### config.mk
export PLATFORM = sky130hd
export DESIGN_NAME = two_way_insertion_sorter_flat
export DESIGN_NICKNAME = d
export VERILOG_FILES = /design/src/hdl/tws_pkg.sv /design/src/hdl/tws_if.sv /design/src/hdl/tws_ram.sv /design/src/hdl/tws_out.sv /design/src/hdl/tws_ctrl.sv /design/src/hdl/two_way_insertion_sorter.sv /design/src/flat_wrapper.sv
export SDC_FILE = /design/constraint.sdc
export NUM_CORES = 2
export LEC_CHECK = 0
export BUFFER_PORTS_ARGS = -buffer_cell sky130_fd_sc_hd__buf_2
export CORE_ASPECT_RATIO = 1.75
export CORE_MARGIN = 2
export CORE_UTILIZATION = 60
export DETAILED_ROUTE_END_ITERATION = 7
export GPL_ROUTABILITY_DRIVEN = 0
export PLACE_DENSITY_LB_ADDON = 0.2
export SLEW_MARGIN = 15
export SYNTH_ARGS = -nofsm -noshare
export SYNTH_HDL_FRONTEND = slang
export SYNTH_SLANG_ARGS = --single-unit
### constraint.sdc
create_clock -name clk -period 8.65 [get_ports clk]
set_clock_uncertainty 0.2 [all_clocks]
set_input_delay 0 -clock clk [delete_from_list [all_inputs] [get_ports clk]]
set_output_delay 0 -clock clk [all_outputs]
set_load 0.02 [all_outputs]
### src/hdl/tws_pkg.sv
package tws_pkg;

    localparam int MAX_ITEMS = 32;
    localparam int BUF_DEPTH = 2 * MAX_ITEMS + 1;
    localparam int ADDR_W    = $clog2(BUF_DEPTH);
    localparam int ITEMS_W   = $clog2(MAX_ITEMS + 1);
    localparam int DATA_W    = 32;
    localparam int CNT_W     = 10;

    localparam logic [ADDR_W-1:0]  CENTRE    = ADDR_W'(MAX_ITEMS);
    localparam logic [ITEMS_W-1:0] ITEMS_MAX = ITEMS_W'(MAX_ITEMS);
    localparam logic [CNT_W-1:0]   COUNT_MAX = '1;

    typedef struct packed {
        logic              we;
        logic [ADDR_W-1:0] waddr;
        logic [DATA_W-1:0] wdata;
        logic [ADDR_W-1:0] raddr;
    } ram_req_t;

    typedef struct packed {
        logic              load;
        logic [DATA_W-1:0] value;
        logic              last;
        logic [CNT_W-1:0]  count;
    } out_load_t;

endpackage

### src/hdl/tws_if.sv
interface tws_in_if;
    logic                                   valid;
    logic                                   ready;
    logic signed [tws_pkg::DATA_W-1:0]      value;
    logic                                   last;

    modport source (output valid, output value, output last, input ready);
    modport sink   (input valid, input value, input last, output ready);
endinterface

interface tws_out_if;
    logic                                   valid;
    logic                                   ready;
    logic signed [tws_pkg::DATA_W-1:0]      sorted_value;
    logic                                   last_res;
    logic [tws_pkg::CNT_W-1:0]              assignment_count;

    modport source (output valid, output sorted_value, output last_res,
                    output assignment_count, input ready);
    modport sink   (input valid, input sorted_value, input last_res,
                    input assignment_count, output ready);
endinterface

### src/hdl/tws_ram.sv
module tws_ram (
    input  logic                          clk,
    input  tws_pkg::ram_req_t             req,
    output logic [tws_pkg::DATA_W-1:0]    rdata
);

    logic [tws_pkg::DATA_W-1:0] mem [tws_pkg::BUF_DEPTH];
    logic [tws_pkg::DATA_W-1:0] rdata_reg;

    always_ff @(posedge clk)
    begin
        if (req.we)
        begin
            mem[req.waddr] <= req.wdata;
        end
        rdata_reg <= mem[req.raddr];
    end

    assign rdata = rdata_reg;

endmodule

### src/hdl/tws_out.sv
module tws_out (
    input  logic                 clk,
    input  logic                 rst_n,
    input  tws_pkg::out_load_t   ld,
    output logic                 free,
    tws_out_if.source            out_ch
);

    logic                          valid_reg;
    logic [tws_pkg::DATA_W-1:0]    value_reg;
    logic                          last_reg;
    logic [tws_pkg::CNT_W-1:0]     count_reg;

    assign free = !valid_reg || out_ch.ready;

    always_ff @(posedge clk or negedge rst_n)
    begin
        if (!rst_n)
        begin
            valid_reg <= 1'b0;
        end
        else if (ld.load)
        begin
            valid_reg <= 1'b1;
        end
        else if (out_ch.ready)
        begin
            valid_reg <= 1'b0;
        end
    end

    always_ff @(posedge clk)
    begin
        if (ld.load)
        begin
            value_reg <= ld.value;
            last_reg  <= ld.last;
            count_reg <= ld.count;
        end
    end

    assign out_ch.valid            = valid_reg;
    assign out_ch.sorted_value     = $signed(value_reg);
    assign out_ch.last_res         = last_reg;
    assign out_ch.assignment_count = count_reg;

endmodule

### src/hdl/tws_ctrl.sv
module tws_ctrl (
    input  logic                              clk,
    input  logic                              rst_n,
    input  logic                              in_valid,
    input  logic signed [tws_pkg::DATA_W-1:0] in_value,
    input  logic                              in_last,
    output logic                              in_ready,
    input  logic [tws_pkg::DATA_W-1:0]        rdata,
    output tws_pkg::ram_req_t                 ram_req,
    input  logic                              out_free,
    output tws_pkg::out_load_t                out_ld
);

    typedef enum logic [3:0] {
        ST_IDLE,
        ST_START,
        ST_LO_CMP,
        ST_HI_CMP,
        ST_SCAN_RD,
        ST_SCAN_CMP,
        ST_SHIFT_RD,
        ST_SHIFT_WR,
        ST_PLACE,
        ST_FINISH,
        ST_EMIT_RD,
        ST_EMIT_LD
    } state_t;

    state_t                               state_reg, state_next;
    logic signed [tws_pkg::DATA_W-1:0]    key_reg, key_next;
    logic                                 last_reg, last_next;
    logic [tws_pkg::ADDR_W-1:0]           low_reg, low_next;
    logic [tws_pkg::ADDR_W-1:0]           high_reg, high_next;
    logic [tws_pkg::ITEMS_W-1:0]          items_reg, items_next;
    logic [tws_pkg::CNT_W-1:0]            cnt_reg, cnt_next;
    logic [tws_pkg::ADDR_W-1:0]           j_reg, j_next;
    logic [tws_pkg::ADDR_W-1:0]           k_reg, k_next;
    logic                                 left_reg, left_next;
    logic [tws_pkg::ADDR_W-1:0]           emit_reg, emit_next;
    logic signed [tws_pkg::DATA_W-1:0]    rd_s;
    logic [tws_pkg::CNT_W-1:0]            cnt_inc;
    logic                                 emit_last;

    assign rd_s      = $signed(rdata);
    assign cnt_inc   = (cnt_reg == tws_pkg::COUNT_MAX) ? cnt_reg : cnt_reg + 1'b1;
    assign emit_last = (emit_reg == high_reg - 1'b1);
    assign in_ready  = (state_reg == ST_IDLE);

    always_comb
    begin
        state_next = state_reg;
        key_next   = key_reg;
        last_next  = last_reg;
        low_next   = low_reg;
        high_next  = high_reg;
        items_next = items_reg;
        cnt_next   = cnt_reg;
        j_next     = j_reg;
        k_next     = k_reg;
        left_next  = left_reg;
        emit_next  = emit_reg;
        ram_req    = '0;
        out_ld     = '0;

        case (state_reg)
            ST_IDLE:
            begin
                if (in_valid)
                begin
                    key_next   = in_value;
                    last_next  = in_last;
                    state_next = ST_START;
                end
            end
            ST_START:
            begin
                if (items_reg == tws_pkg::ITEMS_MAX)
                begin
                    state_next = ST_FINISH;
                end
                else if (items_reg == '0)
                begin
                    ram_req.we    = 1'b1;
                    ram_req.waddr = tws_pkg::CENTRE;
                    ram_req.wdata = key_reg;
                    items_next    = tws_pkg::ITEMS_W'(1);
                    state_next    = ST_FINISH;
                end
                else
                begin
                    items_next    = items_reg + 1'b1;
                    ram_req.raddr = low_reg + 1'b1;
                    state_next    = ST_LO_CMP;
                end
            end
            ST_LO_CMP:
            begin
                if (key_reg < rd_s)
                begin
                    ram_req.we    = 1'b1;
                    ram_req.waddr = low_reg;
                    ram_req.wdata = key_reg;
                    low_next      = low_reg - 1'b1;
                    cnt_next      = cnt_inc;
                    state_next    = ST_FINISH;
                end
                else
                begin
                    ram_req.raddr = high_reg - 1'b1;
                    state_next    = ST_HI_CMP;
                end
            end
            ST_HI_CMP:
            begin
                if (key_reg > rd_s)
                begin
                    ram_req.we    = 1'b1;
                    ram_req.waddr = high_reg;
                    ram_req.wdata = key_reg;
                    high_next     = high_reg + 1'b1;
                    cnt_next      = cnt_inc;
                    state_next    = ST_FINISH;
                end
                else
                begin
                    j_next     = high_reg - 1'b1;
                    state_next = ST_SCAN_RD;
                end
            end
            ST_SCAN_RD:
            begin
                ram_req.raddr = j_reg;
                state_next    = ST_SCAN_CMP;
            end
            ST_SCAN_CMP:
            begin
                if ((j_reg > low_reg) && (key_reg < rd_s))
                begin
                    j_next     = j_reg - 1'b1;
                    state_next = ST_SCAN_RD;
                end
                else
                begin
                    if ((j_reg - low_reg) < (high_reg - j_reg - 1'b1))
                    begin
                        left_next = 1'b1;
                        k_next    = low_reg;
                    end
                    else
                    begin
                        left_next = 1'b0;
                        j_next    = j_reg + 1'b1;
                        k_next    = high_reg;
                    end
                    state_next = ST_SHIFT_RD;
                end
            end
            ST_SHIFT_RD:
            begin
                if (left_reg ? (k_reg < j_reg) : (k_reg > j_reg))
                begin
                    ram_req.raddr = left_reg ? k_reg + 1'b1 : k_reg - 1'b1;
                    state_next    = ST_SHIFT_WR;
                end
                else
                begin
                    state_next = ST_PLACE;
                end
            end
            ST_SHIFT_WR:
            begin
                ram_req.we    = 1'b1;
                ram_req.waddr = k_reg;
                ram_req.wdata = rdata;
                cnt_next      = cnt_inc;
                k_next        = left_reg ? k_reg + 1'b1 : k_reg - 1'b1;
                state_next    = ST_SHIFT_RD;
            end
            ST_PLACE:
            begin
                ram_req.we    = 1'b1;
                ram_req.waddr = j_reg;
                ram_req.wdata = key_reg;
                cnt_next      = cnt_inc;
                if (left_reg)
                begin
                    low_next = low_reg - 1'b1;
                end
                else
                begin
                    high_next = high_reg + 1'b1;
                end
                state_next = ST_FINISH;
            end
            ST_FINISH:
            begin
                if (last_reg)
                begin
                    emit_next  = low_reg + 1'b1;
                    state_next = ST_EMIT_RD;
                end
                else
                begin
                    state_next = ST_IDLE;
                end
            end
            ST_EMIT_RD:
            begin
                if (out_free)
                begin
                    ram_req.raddr = emit_reg;
                    state_next    = ST_EMIT_LD;
                end
            end
            ST_EMIT_LD:
            begin
                out_ld.load  = 1'b1;
                out_ld.value = rdata;
                out_ld.last  = emit_last;
                out_ld.count = cnt_reg;
                if (emit_last)
                begin
                    low_next   = tws_pkg::CENTRE - 1'b1;
                    high_next  = tws_pkg::CENTRE + 1'b1;
                    items_next = '0;
                    cnt_next   = '0;
                    state_next = ST_IDLE;
                end
                else
                begin
                    emit_next  = emit_reg + 1'b1;
                    state_next = ST_EMIT_RD;
                end
            end
            default:
            begin
                state_next = ST_IDLE;
            end
        endcase
    end

    always_ff @(posedge clk or negedge rst_n)
    begin
        if (!rst_n)
        begin
            state_reg <= ST_IDLE;
            key_reg   <= '0;
            last_reg  <= 1'b0;
            low_reg   <= tws_pkg::CENTRE - 1'b1;
            high_reg  <= tws_pkg::CENTRE + 1'b1;
            items_reg <= '0;
            cnt_reg   <= '0;
            j_reg     <= '0;
            k_reg     <= '0;
            left_reg  <= 1'b0;
            emit_reg  <= '0;
        end
        else
        begin
            state_reg <= state_next;
            key_reg   <= key_next;
            last_reg  <= last_next;
            low_reg   <= low_next;
            high_reg  <= high_next;
            items_reg <= items_next;
            cnt_reg   <= cnt_next;
            j_reg     <= j_next;
            k_reg     <= k_next;
            left_reg  <= left_next;
            emit_reg  <= emit_next;
        end
    end

    a_edges_ordered: assert property (@(posedge clk) disable iff (!rst_n)
        low_reg < high_reg)
        else $error("low edge not below high edge");

    a_items_bound: assert property (@(posedge clk) disable iff (!rst_n)
        items_reg <= tws_pkg::ITEMS_MAX)
        else $error("item count above capacity");

    a_run_matches_items: assert property (@(posedge clk) disable iff (!rst_n)
        (state_reg == ST_IDLE && items_reg != '0) |->
        (high_reg - low_reg - 1'b1 == tws_pkg::ADDR_W'(items_reg)))
        else $error("occupied run length differs from item count");

    a_waddr_range: assert property (@(posedge clk) disable iff (!rst_n)
        ram_req.we |-> (ram_req.waddr < tws_pkg::ADDR_W'(tws_pkg::BUF_DEPTH)))
        else $error("buffer write outside depth");

endmodule

### src/hdl/two_way_insertion_sorter.sv
// Each value goes into a run kept sorted in the buffer RAM: the first at the centre, then at
// the low or high edge, or in the middle after a scan and a shift of the nearer side. A value
// that arrives with the set full is dropped. One item at a time: a new value is taken only
// once the last is placed. On a last item, results are read out in order from the single RAM
// read port, held back while the output stalls. Reset (rst_n, async, active low) empties the
// set and clears all control; buffer RAM contents are not cleared.
module two_way_insertion_sorter (
    input  logic        clk,
    input  logic        rst_n,
    tws_in_if.sink      in_ch,
    tws_out_if.source   out_ch
);

    tws_pkg::ram_req_t             ram_req;
    logic [tws_pkg::DATA_W-1:0]    rdata;
    tws_pkg::out_load_t            out_ld;
    logic                          out_free;

    tws_ram u_ram (
        .clk   (clk),
        .req   (ram_req),
        .rdata (rdata)
    );

    tws_ctrl u_ctrl (
        .clk      (clk),
        .rst_n    (rst_n),
        .in_valid (in_ch.valid),
        .in_value (in_ch.value),
        .in_last  (in_ch.last),
        .in_ready (in_ch.ready),
        .rdata    (rdata),
        .ram_req  (ram_req),
        .out_free (out_free),
        .out_ld   (out_ld)
    );

    tws_out u_out (
        .clk    (clk),
        .rst_n  (rst_n),
        .ld     (out_ld),
        .free   (out_free),
        .out_ch (out_ch)
    );

endmodule

### src/flat_wrapper.sv
// flat-port wrapper written by rule: the top's interface ports become plain ports
module two_way_insertion_sorter_flat 
  (clk, rst_n, in_ch_valid, in_ch_value, in_ch_last, in_ch_ready, out_ch_valid, out_ch_sorted_value, out_ch_last_res, out_ch_assignment_count, out_ch_ready);
  tws_in_if in_ch_i ();
  tws_out_if out_ch_i ();
  input  logic clk;
  input  logic rst_n;
  input wire logic [$bits(in_ch_i.valid)-1:0] in_ch_valid;
  input wire logic [$bits(in_ch_i.value)-1:0] in_ch_value;
  input wire logic [$bits(in_ch_i.last)-1:0] in_ch_last;
  output wire logic [$bits(in_ch_i.ready)-1:0] in_ch_ready;
  output wire logic [$bits(out_ch_i.valid)-1:0] out_ch_valid;
  output wire logic [$bits(out_ch_i.sorted_value)-1:0] out_ch_sorted_value;
  output wire logic [$bits(out_ch_i.last_res)-1:0] out_ch_last_res;
  output wire logic [$bits(out_ch_i.assignment_count)-1:0] out_ch_assignment_count;
  input wire logic [$bits(out_ch_i.ready)-1:0] out_ch_ready;
  assign in_ch_i.valid = in_ch_valid;
  assign in_ch_i.value = in_ch_value;
  assign in_ch_i.last = in_ch_last;
  assign in_ch_ready = in_ch_i.ready;
  assign out_ch_valid = out_ch_i.valid;
  assign out_ch_sorted_value = out_ch_i.sorted_value;
  assign out_ch_last_res = out_ch_i.last_res;
  assign out_ch_assignment_count = out_ch_i.assignment_count;
  assign out_ch_i.ready = out_ch_ready;
  two_way_insertion_sorter u_core (.clk(clk), .rst_n(rst_n), .in_ch(in_ch_i), .out_ch(out_ch_i));
endmodule
* Word-level counts from Yosys, hierarchy flattened
Memories as Yosys holds them, arrays and structs flattened. A register that Yosys moved wholly into a read port is not among the register bits. Cells that the tools add are included.
Operators by class: add/sub/neg operators 14, multipliers 0, divide/modulo/power cells 0, order comparisons 6, equality and inequality tests 27, shift-type cells 0, muxes and demuxes 56, bitwise operators 1, reduce and logical (&&, ||, !) cells 24
Operators with widths (number):
- $pmux 40 s5 | 1
- $mux 7 | 18
- $mux 40 | 3
- $pmux 4 s12 | 1
- $mux 47 | 1
- $mux 44 | 1
- $pmux 7 s2 | 3
- $pmux 7 s3 | 2
- $mux 10 | 4
- $pmux 10 s4 | 1
- $mux 4 | 9
- $add 7x1->7 const B | 5
- $pmux 7 s5 | 1
- $sub 7x1->7 const B | 5
- $gt 32x32->1 | 1
- $lt 32x32->1 | 1
- $ne 2x2->1 const B | 11
- $mux 6 | 3
- $eq 4x3->1 const B | 4
- $eq 4x4->1 const B | 4
- $gt 7x7->1 | 2
- $lt 7x7->1 | 2
- $sub 7x7->7 | 2
- $pmux 6 s2 | 1
- other kinds (24) | 42
Word-level totals: flip-flop bits (word level) 133, bits in latches 0, RAM bits 2080, memory bits (read-only) 0, output and inout bits 45, memories 1
Memory list:
- u_core.u_ram.mem | depth 65, width 32, read ports 1, clocked after Yosys merged registers in 1, wr ports 1, RTL line tws_ram.sv:7 | logic [tws_pkg::DATA_W-1:0] mem [tws_pkg::BUF_DEPTH];

* Depth between registers and ports, before layout
word-level depth 6, mapped depth 21

* Modules after synthesis
A second synthesis with hierarchy kept.
Second synthesis, totals: cells, all modules 4838, area, all modules 90022.6 sq um
By module, submodules not included:
- tws_ram | times used 1, cells an instance 3869, area each 80871.3 sq um
- tws_ctrl | times used 1, cells an instance 923, area each 7812.5 sq um
- tws_out | times used 1, cells an instance 46, area each 1338.8 sq um

* Least setup slack after synthesis
Ideal clock, no wire load.
path kind register to register, from register u_core.u_ctrl.key_reg[31] (netlist name), to memory u_core.u_ram.mem[64][0] (netlist name) (enable), library setup time 502 ps, arrival time 5950 ps, required time 7948 ps, setup slack 1998 ps, cell stages (with the launch flop) 14, path buffers 1, clock period less this slack 6652 ps, cells stage by stage dfrtp_1 > ha_1 > buf_4 > nand4_2 > nor4_2 > and4_1 > o31ai_2 > a21oi_1 > nand2b_1 > and3_1 > nor3_1 > o21ai_1 > o21bai_1 > nor4bb_1
Between the ends: longest elaborated chain between the ends 5
Ends and longest elaborated chain:
- from (decl) | RTL line tws_ctrl.sv:30 | logic signed [tws_pkg::DATA_W-1:0] key_reg, key_next;
- from (signal assigned) | RTL line tws_ctrl.sv:261 | key_reg <= key_next;
- $gt 32x32->1 or $lt 32x32->1 (tied branches) | RTL line tws_ctrl.sv:115, tws_ctrl.sv:98
- $mux 40, on equally long branches | RTL line tws_ctrl.sv:115, tws_ctrl.sv:98
- $pmux 40 s5 (*) | RTL line tws_ctrl.sv:65 | case (state_reg)
- $mux 1 | RTL line tws_ram.sv:12 | if (req.we)
- $mux 1 (implied by the code) | RTL line tws_ram.sv:14 | mem[req.waddr] <= req.wdata;
- to (decl) | RTL line tws_ram.sv:7
Mark *: on every way between the ends. The rest lies on a longest branch, timed or not.

* Worst setup path in the final report
from register u_core.u_ram.rdata_reg, in the netlist u_core.u_ram.rdata[19] (read register of u_core.u_ram.mem), to register u_core.u_ram.rdata_reg, in the netlist u_core.u_ram.rdata[20] (read register of u_core.u_ram.mem)
Between the ends: longest elaborated chain between the ends 3
Ends and longest elaborated chain:
- from (decl) | RTL line tws_ram.sv:8 | logic [tws_pkg::DATA_W-1:0] rdata_reg;
- $lt 32x32->1 | RTL line tws_ctrl.sv:98 | if (key_reg < rd_s)
- $mux 7 | RTL line tws_ctrl.sv:98
- $pmux 7 s5 | RTL line tws_ctrl.sv:65
Every way passes these cells. A chain may end at the register's enable or synchronous reset.

==> run summary <==
status -> finished, final reports clean
minimum setup slack among reg-to-reg paths -> 1.53 ns
vias in the first global route -> 57,400
proportion of layout cells with a drive suffix above 1 -> 12.4%
commonest cells after routing, fill and taps aside -> edfxtp_1 (2,123), nand2_1 (949), nand3_1 (301)
synth unique cells -> 93
Worst R2R End -> u_core.u_ram.rdata[20]
Hold WS -> 0.0377 ns
CP max FO -> 87
crit path from -> u_core.u_ram.rdata[19]
CP Depth -> 15
crit path cell chain -> inv_1 > ha_1 > and2_0 > a221o_1 > a2bb2oi_1 > nand2_1 > a221oi_2 > and3_4 > buf_12 > buf_4 > a21oi_1 > nor4_1 > or4_1 > a211o_1 > nand4_1
CP Class -> reg2reg
Reg2Reg Depth -> 15
Crit path buffers/inverters -> 3
overall power -> 43,900 uW
Clock Path Buffers -> 3
crit path DAT -> 7.34 ns
syn avg cell area -> 14.6 um^2
pwr dens -> 429 mW/mm^2
Routed WL -> 284 mm
vias -> 59,100
initial antenna violation count -> 25
Port Buffer Count -> 81
Setup crit end kind -> flip-flop
IO Pins -> 82
sequential share of the synthesized area -> 72.5%
Avg WL per Cell -> 33.1 um
most common cell after layout, fill and taps aside -> edfxtp_1
CTS buffer count -> 187
Max IR drop VDD -> 0.475 mV
number of H-tree levels -> 4
Top reg by flops -> u_core.u_ram.mem
Initial Utilization -> 60.2%
post-CTS sizing -> 0
Clock Tree Root -> clkbuf_16
Synth Warn # -> 0
drt pass-1 iters -> 6
max reg flops -> 2,080
Async S/R FF share, synth -> 4.01%
Final Max Tran Viols -> 0
hold buffer count at CTS -> 73
Leak Pwr -> 0.0362 uW
first-pass GRT wire length -> 403 mm
Routed Antenna Nets -> 0
clock sink count -> 2,245
RR Startpoint -> u_core.u_ram.rdata[19]
type of origin of the critical path -> flip-flop
routed vias/inst -> 6.89
Final Critical Period -> 7.12 ns
Setup TNS -> 0 ns
CP Capture Point -> u_core.u_ram.rdata[20]
Layout Nets -> 6,507
CTS tree -> built
Hold Path Class -> in2async
syn_nets -> 6,396
CORE AREA -> 0.153 mm^2
die footprint -> 0.156 mm^2
Core Rows -> 190
DP HPWL -> 171 mm
Clock Latency Late Sink -> 0.86 ns
CP max-delay cell -> nor4_1
Yosys reg bits -> 2,245
die width -> 300 um
Syn Std Cell Area -> 0.0919 mm^2
Worst-path clk slew -> 0.07 ns
Slew @ Worst Pin -> 1.46 ns
CP top delay family -> simple AND/OR/NAND/NOR gates
RSZ-0062 raised after global routing -> false
delay of the slowest cell on the worst path -> 0.87 ns
Area growth syn-to-layout -> 11.5%
gr ovfl total -> 0
DRC viols -> 0
Die Y -> 522 um
fmax -> 141 MHz
Slew headroom -> 2.43%
largest net degree at the start of global routing -> 155
Main synth FF type -> edfxtp_1
part of the cycle the worst path needs -> 82.3%
Max-cap violations -> 0
Final Setup Violations -> 0
DR iter-0 viols -> 7,640
Worst Path Required -> 8.88 ns
All-Layer GR Usage -> 36.2%
EDFF count, synth -> 2,123
Post-Synthesis Cells -> 6,279
postcts setup bufs -> 0
Hold Vio Cnt, Final -> 0
metal layers:
| layer | vias to the layer above | GRT usage (%) | part of all wire [%] |
|---|---|---|---|
| li1 | 24600 | - | - |
| met1 | 29600 | 42.5 | 32 |
| met2 | 3835 | 58.4 | 48 |
| met3 | 1015 | 7.83 | 10 |
| met4 | 18 | 27.9 | 9.3 |
| met5 | - | 0 | 0.039 |
power breakdown:
part / internal (uW) / switching (uW) / total [uW]
combinational: 5510 / 14600 / 20100
clock: 4630 / 3910 / 8540
sequential: 14700 / 605 / 15300
total: 24800 / 19100 / 43900
stage by stage:
step | util (%) | setup slack [ns] | std cells | cell area [um^2]
detailed placement | 62.6 | 1.88 | 8140 | 95500
floorplan | - | 2.00 | 6279 | 91900
global placement | 62.4 | 1.89 | 8129 | 95200
global route | 67.1 | 1.54 | 8573 | 102000
finish | 67.1 | 1.53 | 8581 | 102000
CTS | 67.0 | 1.86 | 8560 | 102000
cell usage after synthesis (65+ instances only):
master	count	area, um^2
edfxtp_1	2123	63800
and3_1	179	1120
a21oi_1	254	1270
o31ai_1	87	653
mux4_2	65	1460
nand3_1	302	1510
clkbuf_1	247	927
mux2i_1	300	3000
nor4_1	117	732
inv_1	76	285
nand2_1	955	3580
nand4_1	137	857
o21ai_0	89	445
dfrtp_1	83	2080
a31oi_1	71	444
buf_2	105	526
ha_1	76	951
nor2_1	160	601
cell families after synthesis:
group                    count (synthesis)  share of synthesized area [%]
AO/OA/AOI/OAI                         1023                           7.93
buffers and inverters                  502                           2.47
multiplexers                           406                           5.37
AND/OR/NAND/NOR                       1982                           10.2
XOR/XNOR                                41                          0.391
flip-flops                            2245                           72.5
adder cells (fa/ha/maj)                 80                           1.12
tightest hold or removal path, delay by kind of cell:
| family | cells | cell delay, ns |
|---|---|---|
| buffers and inverters | 3 | 1.56 |
cell type report:
type	instances	area, um^2
diodes	17	42.5
fillers	10500	50200
clock buffers	250	5120
clock inverters	97	962
inverters	77	289
multi-input cells	3532	23800
repair buffers	347	3030
flip-flops and latches	2245	66700
well taps	2016	2520
how the worst min path moves through the flow:
| stage | from | slack [ns] | to | depth (start not counted) |
|---|---|---|---|---|
| global placement | rst_n | -0.34 | u_core.u_out.out_ch.valid | 1 |
| finish | rst_n | 0.04 | u_core.u_out.out_ch.valid | 3 |
| global route | rst_n | 0.09 | u_core.u_out.out_ch.valid | 3 |
| floorplan | rst_n | -0.50 | u_core.u_ctrl.cnt_reg[0] | 0 |
| CTS | rst_n | 0.02 | u_core.u_out.out_ch.valid | 3 |
| detailed placement | rst_n | -0.34 | u_core.u_out.out_ch.valid | 1 |
No activity file was read; power rests on OpenSTA's default activity.
